==> src/rtl/core/tracking_flight_mode_sequencer_defines.svh <==
// Assertion macros for the flight mode sequencer.
// Included by the top level; the including scope must have clk and arst_n.
`ifndef TRACKING_FLIGHT_MODE_SEQUENCER_DEFINES_SVH
`define TRACKING_FLIGHT_MODE_SEQUENCER_DEFINES_SVH

// same-cycle implication
`define TFMS_ASSERT_NOW(label, ante, cons, msg) \
	label: assert property (@(posedge clk) disable iff (!arst_n) (ante) |-> (cons)) \
		else $error(msg);

// next-cycle implication
`define TFMS_ASSERT_NEXT(label, ante, cons, msg) \
	label: assert property (@(posedge clk) disable iff (!arst_n) (ante) |=> (cons)) \
		else $error(msg);

`endif

==> src/rtl/core/tfms_pkg.sv <==
// Shared types, codes and helpers for the flight mode sequencer.
// No dependencies; used by tfms_travel and the top level.
package tfms_pkg;

	// position width and derived datapath widths
	localparam int unsigned POS_BITS   = 16;
	localparam int unsigned DIFF_BITS  = ((POS_BITS > 16) ? POS_BITS : 16) + 1;
	localparam int unsigned MAG_BITS   = DIFF_BITS;
	localparam int unsigned EFF_BITS   = (MAG_BITS > 22) ? 22 : MAG_BITS;
	localparam int unsigned SCL_BITS   = EFF_BITS + 10;
	localparam int unsigned ROOT_BITS  = SCL_BITS + 1;
	localparam int unsigned SUM_BITS   = 2 * ROOT_BITS;
	localparam int unsigned CNT_BITS   = $clog2(ROOT_BITS);
	localparam int unsigned LIM_BITS   = (MAG_BITS > 23) ? MAG_BITS : 23;
	localparam int unsigned MAG_LIMIT  = 2 ** 21;
	localparam int unsigned SCALE      = 1000;
	localparam int unsigned ADDR_BITS  = 5;

	localparam logic [1:0] KIND_TICK   = 2'd0;
	localparam logic [1:0] KIND_JOY    = 2'd1;
	localparam logic [1:0] KIND_STATUS = 2'd2;

	localparam logic [1:0] CMD_NONE    = 2'd0;
	localparam logic [1:0] CMD_WAYPT   = 2'd1;
	localparam logic [1:0] CMD_SETPT   = 2'd2;

	localparam logic [2:0] REG_MAX_SPEED = 3'd0;
	localparam logic [2:0] REG_FENCE_X   = 3'd1;
	localparam logic [2:0] REG_FENCE_Y   = 3'd2;
	localparam logic [2:0] REG_HOVER_Z   = 3'd3;
	localparam logic [2:0] REG_MIN_TRAV  = 3'd4;
	localparam logic [2:0] REG_MAX_TRAV  = 3'd5;
	localparam logic [2:0] REG_TOUCHDOWN = 3'd6;

	localparam logic [13:0] RST_MAX_SPEED = 14'd400;
	localparam logic [14:0] RST_FENCE_X   = 15'd1000;
	localparam logic [14:0] RST_FENCE_Y   = 15'd1500;
	localparam logic [14:0] RST_HOVER_Z   = 15'd1000;
	localparam logic [15:0] RST_MIN_TRAV  = 16'd1000;
	localparam logic [15:0] RST_MAX_TRAV  = 16'd10000;
	localparam logic [15:0] RST_TOUCHDOWN = 16'd3000;

	typedef enum logic [1:0] {MODE_IDLE, MODE_TAKEOFF, MODE_HOVER, MODE_TRACK} mode_t;
	typedef enum logic [1:0] {PLAN_NONE, PLAN_SETPT, PLAN_WAYPT, PLAN_LAND} plan_t;
	typedef enum logic [1:0] {SEQ_IDLE, SEQ_CALC, SEQ_EMIT} seq_state_t;
	typedef enum logic [2:0] {TRV_IDLE, TRV_SQ, TRV_SQRT, TRV_DIV, TRV_DONE} trv_state_t;

	typedef struct packed {
		logic [1:0]                 kind;
		logic                       button_toggle;
		logic                       button_start;
		logic                       done_in;
		logic signed [POS_BITS-1:0] drone_x;
		logic signed [POS_BITS-1:0] drone_y;
		logic signed [POS_BITS-1:0] drone_z;
		logic signed [POS_BITS-1:0] rover_x;
		logic signed [POS_BITS-1:0] rover_y;
		logic signed [15:0]         rover_vx;
		logic signed [15:0]         rover_vy;
	} evt_t;

	typedef struct packed {
		logic [1:0]                 command;
		logic signed [POS_BITS-1:0] target_x;
		logic signed [POS_BITS-1:0] target_y;
		logic signed [POS_BITS-1:0] target_z;
		logic signed [15:0]         vel_x;
		logic signed [15:0]         vel_y;
		logic [15:0]                travel_time;
		logic                       out_of_fence;
		logic                       last;
	} rslt_t;

	typedef struct packed {
		logic [13:0] max_speed;
		logic [14:0] fence_x_limit;
		logic [14:0] fence_y_limit;
		logic [14:0] hover_height;
		logic [15:0] min_travel_ms;
		logic [15:0] max_travel_ms;
		logic [15:0] touchdown_ms;
	} cfg_regs_t;

	// travel-time request: three signed distance components
	typedef struct packed {
		logic                       start;
		logic [2:0][DIFF_BITS-1:0]  d;
	} trv_req_t;

	typedef struct packed {
		logic        busy;
		logic        done;
		logic [15:0] travel_time;
	} trv_rsp_t;

	function automatic logic signed [DIFF_BITS-1:0] sx_pos(input logic signed [POS_BITS-1:0] p);
		return DIFF_BITS'(p);
	endfunction

	function automatic logic signed [DIFF_BITS-1:0] ext_u15(input logic [14:0] l);
		return $signed(DIFF_BITS'(l));
	endfunction

	function automatic logic outside(input logic signed [POS_BITS-1:0] p,
			input logic [14:0] l);
		logic signed [DIFF_BITS-1:0] pv;
		logic signed [DIFF_BITS-1:0] lv;
		pv = sx_pos(p);
		lv = ext_u15(l);
		return (pv > lv) || (pv < -lv);
	endfunction

	function automatic logic signed [POS_BITS-1:0] clamp_sym(
			input logic signed [POS_BITS-1:0] p, input logic [14:0] l);
		logic signed [DIFF_BITS-1:0] pv;
		logic signed [DIFF_BITS-1:0] lv;
		pv = sx_pos(p);
		lv = ext_u15(l);
		if (pv > lv) return POS_BITS'(lv);
		else if (pv < -lv) return POS_BITS'(-lv);
		else return p;
	endfunction

endpackage

==> src/rtl/core/tracking_flight_mode_sequencer.sv <==
// Top level of the flight mode sequencer: APB registers, mode/flag state,
// result buffering. Depends on tfms_pkg, tfms_travel and the defines header.
//
// Usage:
//   evt channel (valid/ready) carries one word per event: control tick,
//   joystick event or status event. rslt channel (valid/ready) returns the
//   result words of a tick: one, or two for the landing sequence (last marks
//   the final word). Events produce no result words.
//   An event is taken while the sequencer is idle. A tick without a waypoint
//   passes through the emit state into the output register; no new event is
//   taken until its last word is loaded. A tick that sends a waypoint runs the
//   travel-time unit (serial squaring, square root, then division; skipped
//   when a distance is out of range or max speed is zero) before the first
//   result word; that serial datapath limits how often such ticks are taken.
//   The result sits in an output register; once the last word is loaded the
//   block takes the next event even if that word is not yet taken.
//   A stalled receiver holds the result words and, for a landing pair, the
//   second word waits inside until the first is taken.
//   Reset (arst_n low) returns mode to idle, flags to flying=0, tracking=0,
//   done=1, and registers to their defaults. pready is tied high.
`include "tracking_flight_mode_sequencer_defines.svh"

module tracking_flight_mode_sequencer (
	input  logic                              clk,
	input  logic                              arst_n,
	input  logic                              psel,
	input  logic                              penable,
	input  logic                              pwrite,
	input  logic [tfms_pkg::ADDR_BITS-1:0]    paddr,
	input  logic [31:0]                       pwdata,
	output logic [31:0]                       prdata,
	output logic                              pready,
	input  logic                              evt_valid,
	output logic                              evt_ready,
	input  tfms_pkg::evt_t                    evt,
	output logic                              rslt_valid,
	input  logic                              rslt_ready,
	output tfms_pkg::rslt_t                   rslt
);

	localparam int unsigned PW = tfms_pkg::POS_BITS;
	localparam int unsigned DW = tfms_pkg::DIFF_BITS;

	tfms_pkg::cfg_regs_t  cfg_q;
	tfms_pkg::seq_state_t seq_q, seq_nxt;
	tfms_pkg::mode_t      mode_q, mode_nxt;
	logic                 flying_q, tracking_q, done_q, done_nxt;

	tfms_pkg::plan_t      plan_q, plan_nxt;
	logic                 idx_q;
	logic                 oof_q, oof_nxt;
	logic signed [PW-1:0] tx_q, ty_q, tx_nxt, ty_nxt;
	logic signed [15:0]   vx_q, vy_q, vx_nxt, vy_nxt;
	logic [15:0]          tt_q;
	logic                 need_trv;

	tfms_pkg::rslt_t      rslt_q, rslt_nxt;
	logic                 rslt_valid_q;
	logic                 rslt_load;
	logic                 evt_accept, tick_accept;
	logic                 cfg_wr;

	logic signed [PW-1:0] cx, cy;
	logic signed [DW-1:0] hz_s;
	logic signed [PW-1:0] hz_pos;

	tfms_pkg::trv_req_t   trv_req;
	tfms_pkg::trv_rsp_t   trv_rsp;
	logic [2:0][DW-1:0]   trv_d;

	// ---------------- configuration port ----------------
	assign pready = 1'b1;
	assign cfg_wr = psel && penable && pwrite;

	always_comb begin
		case (paddr[tfms_pkg::ADDR_BITS-1:2])
			tfms_pkg::REG_MAX_SPEED: prdata = 32'(cfg_q.max_speed);
			tfms_pkg::REG_FENCE_X:   prdata = 32'(cfg_q.fence_x_limit);
			tfms_pkg::REG_FENCE_Y:   prdata = 32'(cfg_q.fence_y_limit);
			tfms_pkg::REG_HOVER_Z:   prdata = 32'(cfg_q.hover_height);
			tfms_pkg::REG_MIN_TRAV:  prdata = 32'(cfg_q.min_travel_ms);
			tfms_pkg::REG_MAX_TRAV:  prdata = 32'(cfg_q.max_travel_ms);
			tfms_pkg::REG_TOUCHDOWN: prdata = 32'(cfg_q.touchdown_ms);
			default:                 prdata = 32'd0;
		endcase
	end

	always_ff @(posedge clk or negedge arst_n) begin
		if (!arst_n) begin
			cfg_q.max_speed     <= tfms_pkg::RST_MAX_SPEED;
			cfg_q.fence_x_limit <= tfms_pkg::RST_FENCE_X;
			cfg_q.fence_y_limit <= tfms_pkg::RST_FENCE_Y;
			cfg_q.hover_height  <= tfms_pkg::RST_HOVER_Z;
			cfg_q.min_travel_ms <= tfms_pkg::RST_MIN_TRAV;
			cfg_q.max_travel_ms <= tfms_pkg::RST_MAX_TRAV;
			cfg_q.touchdown_ms  <= tfms_pkg::RST_TOUCHDOWN;
		end else if (cfg_wr) begin
			case (paddr[tfms_pkg::ADDR_BITS-1:2])
				tfms_pkg::REG_MAX_SPEED: cfg_q.max_speed     <= pwdata[13:0];
				tfms_pkg::REG_FENCE_X:   cfg_q.fence_x_limit <= pwdata[14:0];
				tfms_pkg::REG_FENCE_Y:   cfg_q.fence_y_limit <= pwdata[14:0];
				tfms_pkg::REG_HOVER_Z:   cfg_q.hover_height  <= pwdata[14:0];
				tfms_pkg::REG_MIN_TRAV:  cfg_q.min_travel_ms <= pwdata[15:0];
				tfms_pkg::REG_MAX_TRAV:  cfg_q.max_travel_ms <= pwdata[15:0];
				tfms_pkg::REG_TOUCHDOWN: cfg_q.touchdown_ms  <= pwdata[15:0];
				default: begin
				end
			endcase
		end
	end

	// ---------------- tick decision ----------------
	assign cx     = tfms_pkg::clamp_sym(evt.rover_x, cfg_q.fence_x_limit);
	assign cy     = tfms_pkg::clamp_sym(evt.rover_y, cfg_q.fence_y_limit);
	assign hz_s   = tfms_pkg::ext_u15(cfg_q.hover_height);
	assign hz_pos = PW'(cfg_q.hover_height);

	always_comb begin
		mode_nxt  = mode_q;
		done_nxt  = done_q;
		plan_nxt  = tfms_pkg::PLAN_NONE;
		tx_nxt    = '0;
		ty_nxt    = '0;
		vx_nxt    = '0;
		vy_nxt    = '0;
		need_trv  = 1'b0;
		trv_d     = '0;
		oof_nxt   = tfms_pkg::outside(evt.drone_x, cfg_q.fence_x_limit) ||
		            tfms_pkg::outside(evt.drone_y, cfg_q.fence_y_limit);
		case (mode_q)
			tfms_pkg::MODE_IDLE: begin
				if (flying_q && done_q) mode_nxt = tfms_pkg::MODE_TAKEOFF;
			end
			tfms_pkg::MODE_TAKEOFF: begin
				if (done_q) begin
					plan_nxt = tfms_pkg::PLAN_WAYPT;
					need_trv = 1'b1;
					done_nxt = 1'b0;
					mode_nxt = tfms_pkg::MODE_HOVER;
					trv_d[0] = tfms_pkg::sx_pos(evt.drone_x);
					trv_d[1] = tfms_pkg::sx_pos(evt.drone_y);
					trv_d[2] = hz_s - tfms_pkg::sx_pos(evt.drone_z);
				end
			end
			tfms_pkg::MODE_HOVER: begin
				if (done_q && !flying_q) begin
					plan_nxt = tfms_pkg::PLAN_LAND;
					need_trv = 1'b1;
					done_nxt = 1'b0;
					mode_nxt = tfms_pkg::MODE_IDLE;
					trv_d[0] = tfms_pkg::sx_pos(evt.drone_x);
					trv_d[1] = tfms_pkg::sx_pos(evt.drone_y);
					trv_d[2] = tfms_pkg::sx_pos(evt.drone_z);
				end else if (tracking_q && done_q) begin
					plan_nxt = tfms_pkg::PLAN_WAYPT;
					need_trv = 1'b1;
					done_nxt = 1'b0;
					mode_nxt = tfms_pkg::MODE_TRACK;
					tx_nxt   = cx;
					ty_nxt   = cy;
					trv_d[0] = tfms_pkg::sx_pos(cx) - tfms_pkg::sx_pos(evt.drone_x);
					trv_d[1] = tfms_pkg::sx_pos(cy) - tfms_pkg::sx_pos(evt.drone_y);
				end
			end
			tfms_pkg::MODE_TRACK: begin
				if (done_q) begin
					plan_nxt = tfms_pkg::PLAN_SETPT;
					tx_nxt   = cx;
					ty_nxt   = cy;
					vx_nxt   = tfms_pkg::outside(evt.rover_x, cfg_q.fence_x_limit) ?
					           16'sd0 : evt.rover_vx;
					vy_nxt   = tfms_pkg::outside(evt.rover_y, cfg_q.fence_y_limit) ?
					           16'sd0 : evt.rover_vy;
				end
				if (!tracking_q) mode_nxt = tfms_pkg::MODE_HOVER;
			end
			default: begin
			end
		endcase
	end

	// ---------------- sequencer control ----------------
	always_comb begin
		seq_nxt = seq_q;
		case (seq_q)
			tfms_pkg::SEQ_IDLE: begin
				if (evt_valid && (evt.kind == tfms_pkg::KIND_TICK))
					seq_nxt = need_trv ? tfms_pkg::SEQ_CALC : tfms_pkg::SEQ_EMIT;
			end
			tfms_pkg::SEQ_CALC: begin
				if (trv_rsp.done) seq_nxt = tfms_pkg::SEQ_EMIT;
			end
			tfms_pkg::SEQ_EMIT: begin
				if (rslt_load && rslt_nxt.last) seq_nxt = tfms_pkg::SEQ_IDLE;
			end
			default: seq_nxt = tfms_pkg::SEQ_IDLE;
		endcase
	end

	always_comb begin
		evt_ready     = (seq_q == tfms_pkg::SEQ_IDLE);
		evt_accept    = evt_valid && evt_ready;
		tick_accept   = evt_accept && (evt.kind == tfms_pkg::KIND_TICK);
		rslt_load     = (seq_q == tfms_pkg::SEQ_EMIT) && (!rslt_valid_q || rslt_ready);
		trv_req.start = tick_accept && need_trv;
		trv_req.d     = trv_d;
	end

	// result word for the current plan and word index
	always_comb begin
		rslt_nxt              = '0;
		rslt_nxt.out_of_fence = oof_q;
		rslt_nxt.last         = 1'b1;
		case (plan_q)
			tfms_pkg::PLAN_SETPT: begin
				rslt_nxt.command  = tfms_pkg::CMD_SETPT;
				rslt_nxt.target_x = tx_q;
				rslt_nxt.target_y = ty_q;
				rslt_nxt.target_z = hz_pos;
				rslt_nxt.vel_x    = vx_q;
				rslt_nxt.vel_y    = vy_q;
			end
			tfms_pkg::PLAN_WAYPT: begin
				rslt_nxt.command     = tfms_pkg::CMD_WAYPT;
				rslt_nxt.target_x    = tx_q;
				rslt_nxt.target_y    = ty_q;
				rslt_nxt.target_z    = hz_pos;
				rslt_nxt.travel_time = tt_q;
			end
			tfms_pkg::PLAN_LAND: begin
				// climb-to-hover word first, then touchdown at ground level
				rslt_nxt.command     = tfms_pkg::CMD_WAYPT;
				rslt_nxt.target_z    = idx_q ? '0 : hz_pos;
				rslt_nxt.travel_time = idx_q ? cfg_q.touchdown_ms : tt_q;
				rslt_nxt.last        = idx_q;
			end
			default: begin
				rslt_nxt.command = tfms_pkg::CMD_NONE;
			end
		endcase
	end

	always_ff @(posedge clk or negedge arst_n) begin
		if (!arst_n) begin
			seq_q        <= tfms_pkg::SEQ_IDLE;
			mode_q       <= tfms_pkg::MODE_IDLE;
			flying_q     <= 1'b0;
			tracking_q   <= 1'b0;
			done_q       <= 1'b1;
			plan_q       <= tfms_pkg::PLAN_NONE;
			idx_q        <= 1'b0;
			rslt_valid_q <= 1'b0;
		end else begin
			seq_q <= seq_nxt;
			if (evt_accept) begin
				case (evt.kind)
					tfms_pkg::KIND_TICK: begin
						mode_q <= mode_nxt;
						done_q <= done_nxt;
						plan_q <= plan_nxt;
					end
					tfms_pkg::KIND_JOY: begin
						if (evt.button_toggle && flying_q) tracking_q <= !tracking_q;
						else if (evt.button_start && (mode_q == tfms_pkg::MODE_IDLE))
							flying_q <= 1'b1;
						else if (evt.button_start && (mode_q == tfms_pkg::MODE_HOVER))
							flying_q <= 1'b0;
					end
					tfms_pkg::KIND_STATUS: done_q <= evt.done_in;
					default: begin
					end
				endcase
			end
			if (rslt_load) begin
				idx_q        <= !rslt_nxt.last;
				rslt_valid_q <= 1'b1;
			end else if (rslt_ready) begin
				rslt_valid_q <= 1'b0;
			end
		end
	end

	always_ff @(posedge clk) begin
		if (tick_accept) begin
			oof_q <= oof_nxt;
			tx_q  <= tx_nxt;
			ty_q  <= ty_nxt;
			vx_q  <= vx_nxt;
			vy_q  <= vy_nxt;
		end
		if (trv_rsp.done) tt_q <= trv_rsp.travel_time;
		if (rslt_load) rslt_q <= rslt_nxt;
	end

	assign rslt_valid = rslt_valid_q;
	assign rslt       = rslt_q;

	tfms_travel u_travel (
		.clk    (clk),
		.arst_n (arst_n),
		.cfg    (cfg_q),
		.req    (trv_req),
		.rsp    (trv_rsp)
	);

	// ---------------- assertions ----------------
	`TFMS_ASSERT_NOW(a_ready_trv_idle, evt_ready, !trv_rsp.busy, "event taken while travel unit busy")
	`TFMS_ASSERT_NOW(a_done_in_calc, trv_rsp.done, seq_q == tfms_pkg::SEQ_CALC, "travel result outside calc")
	`TFMS_ASSERT_NOW(a_pair_held, rslt_valid_q && !rslt_q.last, seq_q == tfms_pkg::SEQ_EMIT, "second landing word lost")
	`TFMS_ASSERT_NEXT(a_start_busy, trv_req.start, trv_rsp.busy, "travel unit ignored start")

endmodule

==> src/rtl/core/tfms_travel.sv <==
// Waypoint travel-time unit: bit-serial sum of squares, digit-serial square root,
// bit-serial divide by max speed, then clamp. Depends on tfms_pkg.
module tfms_travel (
	input  logic                 clk,
	input  logic                 arst_n,
	input  tfms_pkg::cfg_regs_t  cfg,
	input  tfms_pkg::trv_req_t   req,
	output tfms_pkg::trv_rsp_t   rsp
);

	localparam int unsigned DW   = tfms_pkg::DIFF_BITS;
	localparam int unsigned EW   = tfms_pkg::EFF_BITS;
	localparam int unsigned SW   = tfms_pkg::SCL_BITS;
	localparam int unsigned RW   = tfms_pkg::ROOT_BITS;
	localparam int unsigned UW   = tfms_pkg::SUM_BITS;
	localparam int unsigned CW   = tfms_pkg::CNT_BITS;
	localparam int unsigned LW   = tfms_pkg::LIM_BITS;

	function automatic logic [DW-1:0] mag_of(input logic signed [DW-1:0] v);
		return v[DW-1] ? $unsigned(-v) : $unsigned(v);
	endfunction

	tfms_pkg::trv_state_t state_q, state_nxt;

	logic [UW-1:0] mc_q [3];
	logic [SW-1:0] mp_q [3];
	logic [UW-1:0] acc_q;
	logic [RW:0]   rem_q;
	logic [RW-1:0] root_q;
	logic [13:0]   drem_q;
	logic [CW-1:0] cnt_q;
	logic          over_q;

	logic [DW-1:0] mag  [3];
	logic [SW-1:0] scl  [3];
	logic          over_start;
	logic [UW-1:0] pp_sum;
	logic [RW+1:0] sq_r2, sq_trial;
	logic          sq_ge;
	logic [RW:0]   rem_nxt;
	logic [14:0]   dv_t;
	logic          dv_ge;
	logic [13:0]   drem_nxt;
	logic [15:0]   tt_clamp;
	logic          cnt_zero;

	// start: magnitudes, range check, scale by 1000 so the root comes out in ms units
	always_comb begin
		over_start = (cfg.max_speed == 14'd0);
		for (int k = 0; k < 3; k++) begin
			mag[k] = mag_of(req.d[k]);
			scl[k] = SW'(mag[k][EW-1:0]) * SW'(tfms_pkg::SCALE);
			if (LW'(mag[k]) > LW'(tfms_pkg::MAG_LIMIT)) over_start = 1'b1;
		end
	end

	always_comb begin
		pp_sum = acc_q;
		for (int k = 0; k < 3; k++) begin
			if (mp_q[k][0]) pp_sum = pp_sum + mc_q[k];
		end
	end

	// one root bit per cycle, two radicand bits in
	assign sq_r2    = {rem_q[RW-1:0], acc_q[UW-1 -: 2]};
	assign sq_trial = {root_q, 2'b01};
	assign sq_ge    = (sq_r2 >= sq_trial);
	assign rem_nxt  = sq_ge ? (RW+1)'(sq_r2 - sq_trial) : (RW+1)'(sq_r2);

	// restoring divide, dividend shifts out of root_q while quotient shifts in
	assign dv_t     = {drem_q, root_q[RW-1]};
	assign dv_ge    = (dv_t >= {1'b0, cfg.max_speed});
	assign drem_nxt = dv_ge ? 14'(dv_t - {1'b0, cfg.max_speed}) : dv_t[13:0];

	assign cnt_zero = (cnt_q == '0);

	always_comb begin
		if (over_q || (root_q > RW'(cfg.max_travel_ms))) tt_clamp = cfg.max_travel_ms;
		else if (root_q < RW'(cfg.min_travel_ms)) tt_clamp = cfg.min_travel_ms;
		else tt_clamp = root_q[15:0];
	end

	always_comb begin
		state_nxt = state_q;
		case (state_q)
			tfms_pkg::TRV_IDLE: begin
				if (req.start) state_nxt = over_start ? tfms_pkg::TRV_DONE : tfms_pkg::TRV_SQ;
			end
			tfms_pkg::TRV_SQ: begin
				if (cnt_zero) state_nxt = tfms_pkg::TRV_SQRT;
			end
			tfms_pkg::TRV_SQRT: begin
				if (cnt_zero) state_nxt = tfms_pkg::TRV_DIV;
			end
			tfms_pkg::TRV_DIV: begin
				if (cnt_zero) state_nxt = tfms_pkg::TRV_DONE;
			end
			tfms_pkg::TRV_DONE: state_nxt = tfms_pkg::TRV_IDLE;
			default: state_nxt = tfms_pkg::TRV_IDLE;
		endcase
	end

	always_comb begin
		rsp.busy        = (state_q != tfms_pkg::TRV_IDLE);
		rsp.done        = (state_q == tfms_pkg::TRV_DONE);
		rsp.travel_time = tt_clamp;
	end

	always_ff @(posedge clk or negedge arst_n) begin
		if (!arst_n) begin
			state_q <= tfms_pkg::TRV_IDLE;
		end else begin
			state_q <= state_nxt;
		end
	end

	always_ff @(posedge clk) begin
		case (state_q)
			tfms_pkg::TRV_IDLE: begin
				if (req.start) begin
					for (int k = 0; k < 3; k++) begin
						mc_q[k] <= UW'(scl[k]);
						mp_q[k] <= scl[k];
					end
					acc_q  <= '0;
					over_q <= over_start;
					cnt_q  <= CW'(SW - 1);
				end
			end
			tfms_pkg::TRV_SQ: begin
				acc_q <= pp_sum;
				for (int k = 0; k < 3; k++) begin
					mc_q[k] <= mc_q[k] << 1;
					mp_q[k] <= mp_q[k] >> 1;
				end
				if (cnt_zero) begin
					cnt_q  <= CW'(RW - 1);
					rem_q  <= '0;
					root_q <= '0;
				end else begin
					cnt_q <= cnt_q - 1'b1;
				end
			end
			tfms_pkg::TRV_SQRT: begin
				acc_q  <= acc_q << 2;
				rem_q  <= rem_nxt;
				root_q <= {root_q[RW-2:0], sq_ge};
				if (cnt_zero) begin
					cnt_q  <= CW'(RW - 1);
					drem_q <= '0;
				end else begin
					cnt_q <= cnt_q - 1'b1;
				end
			end
			tfms_pkg::TRV_DIV: begin
				drem_q <= drem_nxt;
				root_q <= {root_q[RW-2:0], dv_ge};
				cnt_q  <= cnt_q - 1'b1;
			end
			default: begin
			end
		endcase
	end

endmodule
==> config.mk <==
export PLATFORM = sky130hd
export DESIGN_NAME = tracking_flight_mode_sequencer
export DESIGN_NICKNAME = d
export VERILOG_FILES = /design/src/rtl/core/tfms_pkg.sv /design/src/rtl/core/tracking_flight_mode_sequencer.sv /design/src/rtl/core/tfms_travel.sv
export VERILOG_INCLUDE_DIRS = /design/src /design/src/rtl/core
export SDC_FILE = /design/constraint.sdc
export NUM_CORES = 2
export LEC_CHECK = 0
export BUFFER_PORTS_ARGS = -buffer_cell sky130_fd_sc_hd__buf_2
export CAP_MARGIN = 20
export CELL_PAD_IN_SITES_DETAIL_PLACEMENT = 0
export CELL_PAD_IN_SITES_GLOBAL_PLACEMENT = 2
export CORE_ASPECT_RATIO = 1.2
export CORE_UTILIZATION = 30
export DETAILED_ROUTE_END_ITERATION = 6
export PLACE_DENSITY_LB_ADDON = 0.1
export SLEW_MARGIN = 20
export SYNTH_ARGS = -nofsm -noshare
export SYNTH_HDL_FRONTEND = slang
export SYNTH_SLANG_ARGS = --single-unit
==> constraint.sdc <==
create_clock -name clk -period 35.2 [get_ports clk]
set_clock_uncertainty 0.05 [all_clocks]
set_input_delay 1.76 -clock clk [delete_from_list [all_inputs] [get_ports clk]]
set_output_delay 1.76 -clock clk [all_outputs]
set_load 0.02 [all_outputs]
==> reports/results.ini <==
[status]
outcome=complete, no violations

[detailed_routing]
wirelength_um=189000
avgRoutedWirePerCell_um=21.7
drc=0
via_count=43774
viasPerCell=5.03
first_pass_iters=5
antenna_left=0
drtIter0Drc=2306

[floorplan]
design.die.area_um2=190000
die_w_um=398
core_um2=187000
die_h_um=478
initial_core_util_pct=30.2
rows=174
pin_count=296

[synthesis]
netlist_area_um2=56600
syn_avg_cell_area_um2=9.48
yosysUniqueCellTypes=99
ys_seq_elements=670
synth_ff_type=edfxtp_1
yosys_warnings=0
async_flop_share_pct=18.1
syn-instance-count=5971
synth-seq-area-share_pct=34.6
synth_edf_count=549

[final_layout]
drive_above_1_share_pct=11.5
multi_input_area_um2=34400
layout_common_cells=nand2_1, ha_1, edfxtp_1
register_area_um2=19600
syn2layout_area_growth_pct=12.4
nets=7073
fillers=19413
final_common_cell=nand2_1

[worst_setup_path]
cp_slowest_cell=a21oi_1
cp.arrival_ns=13.77
cp_max_fo=20
rr_endpoint=u_travel.mc_q[0][78]
reg2reg_slack_ns=21.78
worstSetupEndpointType=flip-flop
start_kind=flip-flop
max_stage_delay_ns=0.75
endpoint=u_travel.mc_q[0][78]
worstSetupPathType=reg -> reg
reg2regPathDepth=44
crit_start=cfg_q[63]
reg2reg_from=cfg_q[63]
cp_data_required_time_ns=35.54

[place]
hpwl_um=148000
gp_congestion=0.855
port-buffer-count=259

[clock_tree]
clk_pin_slew_ns=0.07
postCtsSetupBuffers=0
cts_resized=0
htreeDepth=3
clockBufferDepth=3
cts_made_buffers=84
clock_sinks=670
cts_tree=done
cts_hold_buf=0
root_buffer=clkbuf_16
clkLatencyLatePin_ns=0.72

[timing]
fin_crit_sh_pct=38.1
rsz0062_at_grt=no
timing.final.max_slew_violations=0
fmax_mhz=74.5
finalSetupViolCount=0
setup-tns-final_ns=0
slew_headroom_pct=24.7
tightest_slew_ns=1.13
hold_violations=0
period_needed_ns=13.42

[hold_path]
min_path_type=reg -> reg

[global_route]
grt_usage_pct=19.7
grt_pass1_vias=45251
grt_start_max_net_pins=129
grt_overflow_total=0
grt_pass1_wl_um=287000
grt_antenna_before_repair=6

[flow_run]
maxCapViolCount=0

## through the flow
| stage | hold slack (ns) | instances | util [%] | instance area (um2) | setup slack (ns) |
|---|---|---|---|---|---|
| 4_1_cts | 0.376 | 8701 | 33.9 | 63600 | 21.78 |
| 5_1_grt | 0.390 | 8702 | 33.9 | 63600 | 20.85 |
| 2_1_floorplan | 0.350 | 5994 | - | 56700 | 14.64 |
| 6_report | 0.372 | 8703 | 33.9 | 63600 | 21.78 |
| 3_3_place_gp | 0.359 | 8544 | 32.4 | 60600 | 21.55 |
| 3_5_place_dp | 0.364 | 8544 | 32.4 | 60600 | 21.64 |
## routing by layer
| metal | track usage (%) | routed length [um] | share of wire [%] | up-vias |
|---|---|---|---|---|
| met5 | 0 | 9 | 0.0048 | - |
| li1 | - | - | - | 21622 |
| met1 | 26.5 | 87900 | 46 | 21245 |
| met4 | 5.41 | 4670 | 2.5 | 2 |
| met3 | 1.97 | 5750 | 3.0 | 193 |
| met2 | 33.5 | 90800 | 48 | 712 |
## cell type report
cell class                      count  area share [%]
Tap cell                         2464            4.85
Inverter                          496            2.93
Multi-Input combinational cell   4594            54.0
Clock inverter                     56            1.02
Sequential cell                   670            30.8
Timing Repair Buffer              320            2.79
Clock buffer                      101            3.62
Antenna cell                        2         0.00787
## flip-flops by register name, summed over array words and instances, names as in the netlist, 3 cells and up
name              flops
u_travel.state_q      3
u_travel.mp_q        81
vy_q                 16
tt_q                 16
rslt                 99
u_travel.root_q      28
u_travel.mc_q       159
u_travel.acc_q       53
ty_q                 16
u_travel.drem_q      14
vx_q                 16
cfg_q               107
u_travel.cnt_q        5
u_travel.rem_q       28
tx_q                 16
## worst min path at each step
stage,from,end,cells past startpoint
CTS,oof_q,rslt[1],0
global route,oof_q,rslt[1],0
detailed placement,oof_q,rslt[1],0
global placement,oof_q,rslt[1],0
floorplan,oof_q,rslt[1],0
finish,oof_q,rslt[1],0
## cell usage after synthesis, drive strengths merged, types with 63 or more instances
cell type	n	area (um2)
a21oi	385	1930
and2	284	1780
o21a	66	495
clkbuf	184	692
inv	495	1860
mux2	149	1680
nand3	81	405
ha	580	7260
xnor2	228	2000
nor2b	63	394
nor3	76	397
edfxtp	549	16500
nor2	402	1510
xor2	98	858
o21ai	335	1680
nand2	637	2400
dfrtp	80	2000
a21o	183	1370
fa	166	3320
mux2i	105	1050
## cell families (layout without fill, tap and decap cells)
group | after synthesis | count (layout) | share of synthesized area [%]
AOI/OAI and AO/OA | 1425 | 1425 | 16.3
xor gates and xnor gates | 327 | 327 | 5.09
adders and majority gates | 749 | 749 | 18.7
buffers and inverters | 730 | 973 | 5.01
DFF | 670 | 670 | 34.6
muxes | 259 | 259 | 5.02
other | 2 | 27 | 0.0133
and+or+nand+nor | 1809 | 1809 | 15.3
## critical path: cells and delay by family, from the launching register on
family          cells  cell delay, ns
xor+xnor            2            0.52
mux                 1            0.52
fa+ha+maj           9            3.57
compound gates     19            4.88
buf+inv             5            0.63
simple gates        8            2.36
flops               1            0.56
Power is left out: the tool's default activity adds up to more than one toggle a clock period on the data nets, which glitch-free logic cannot reach.
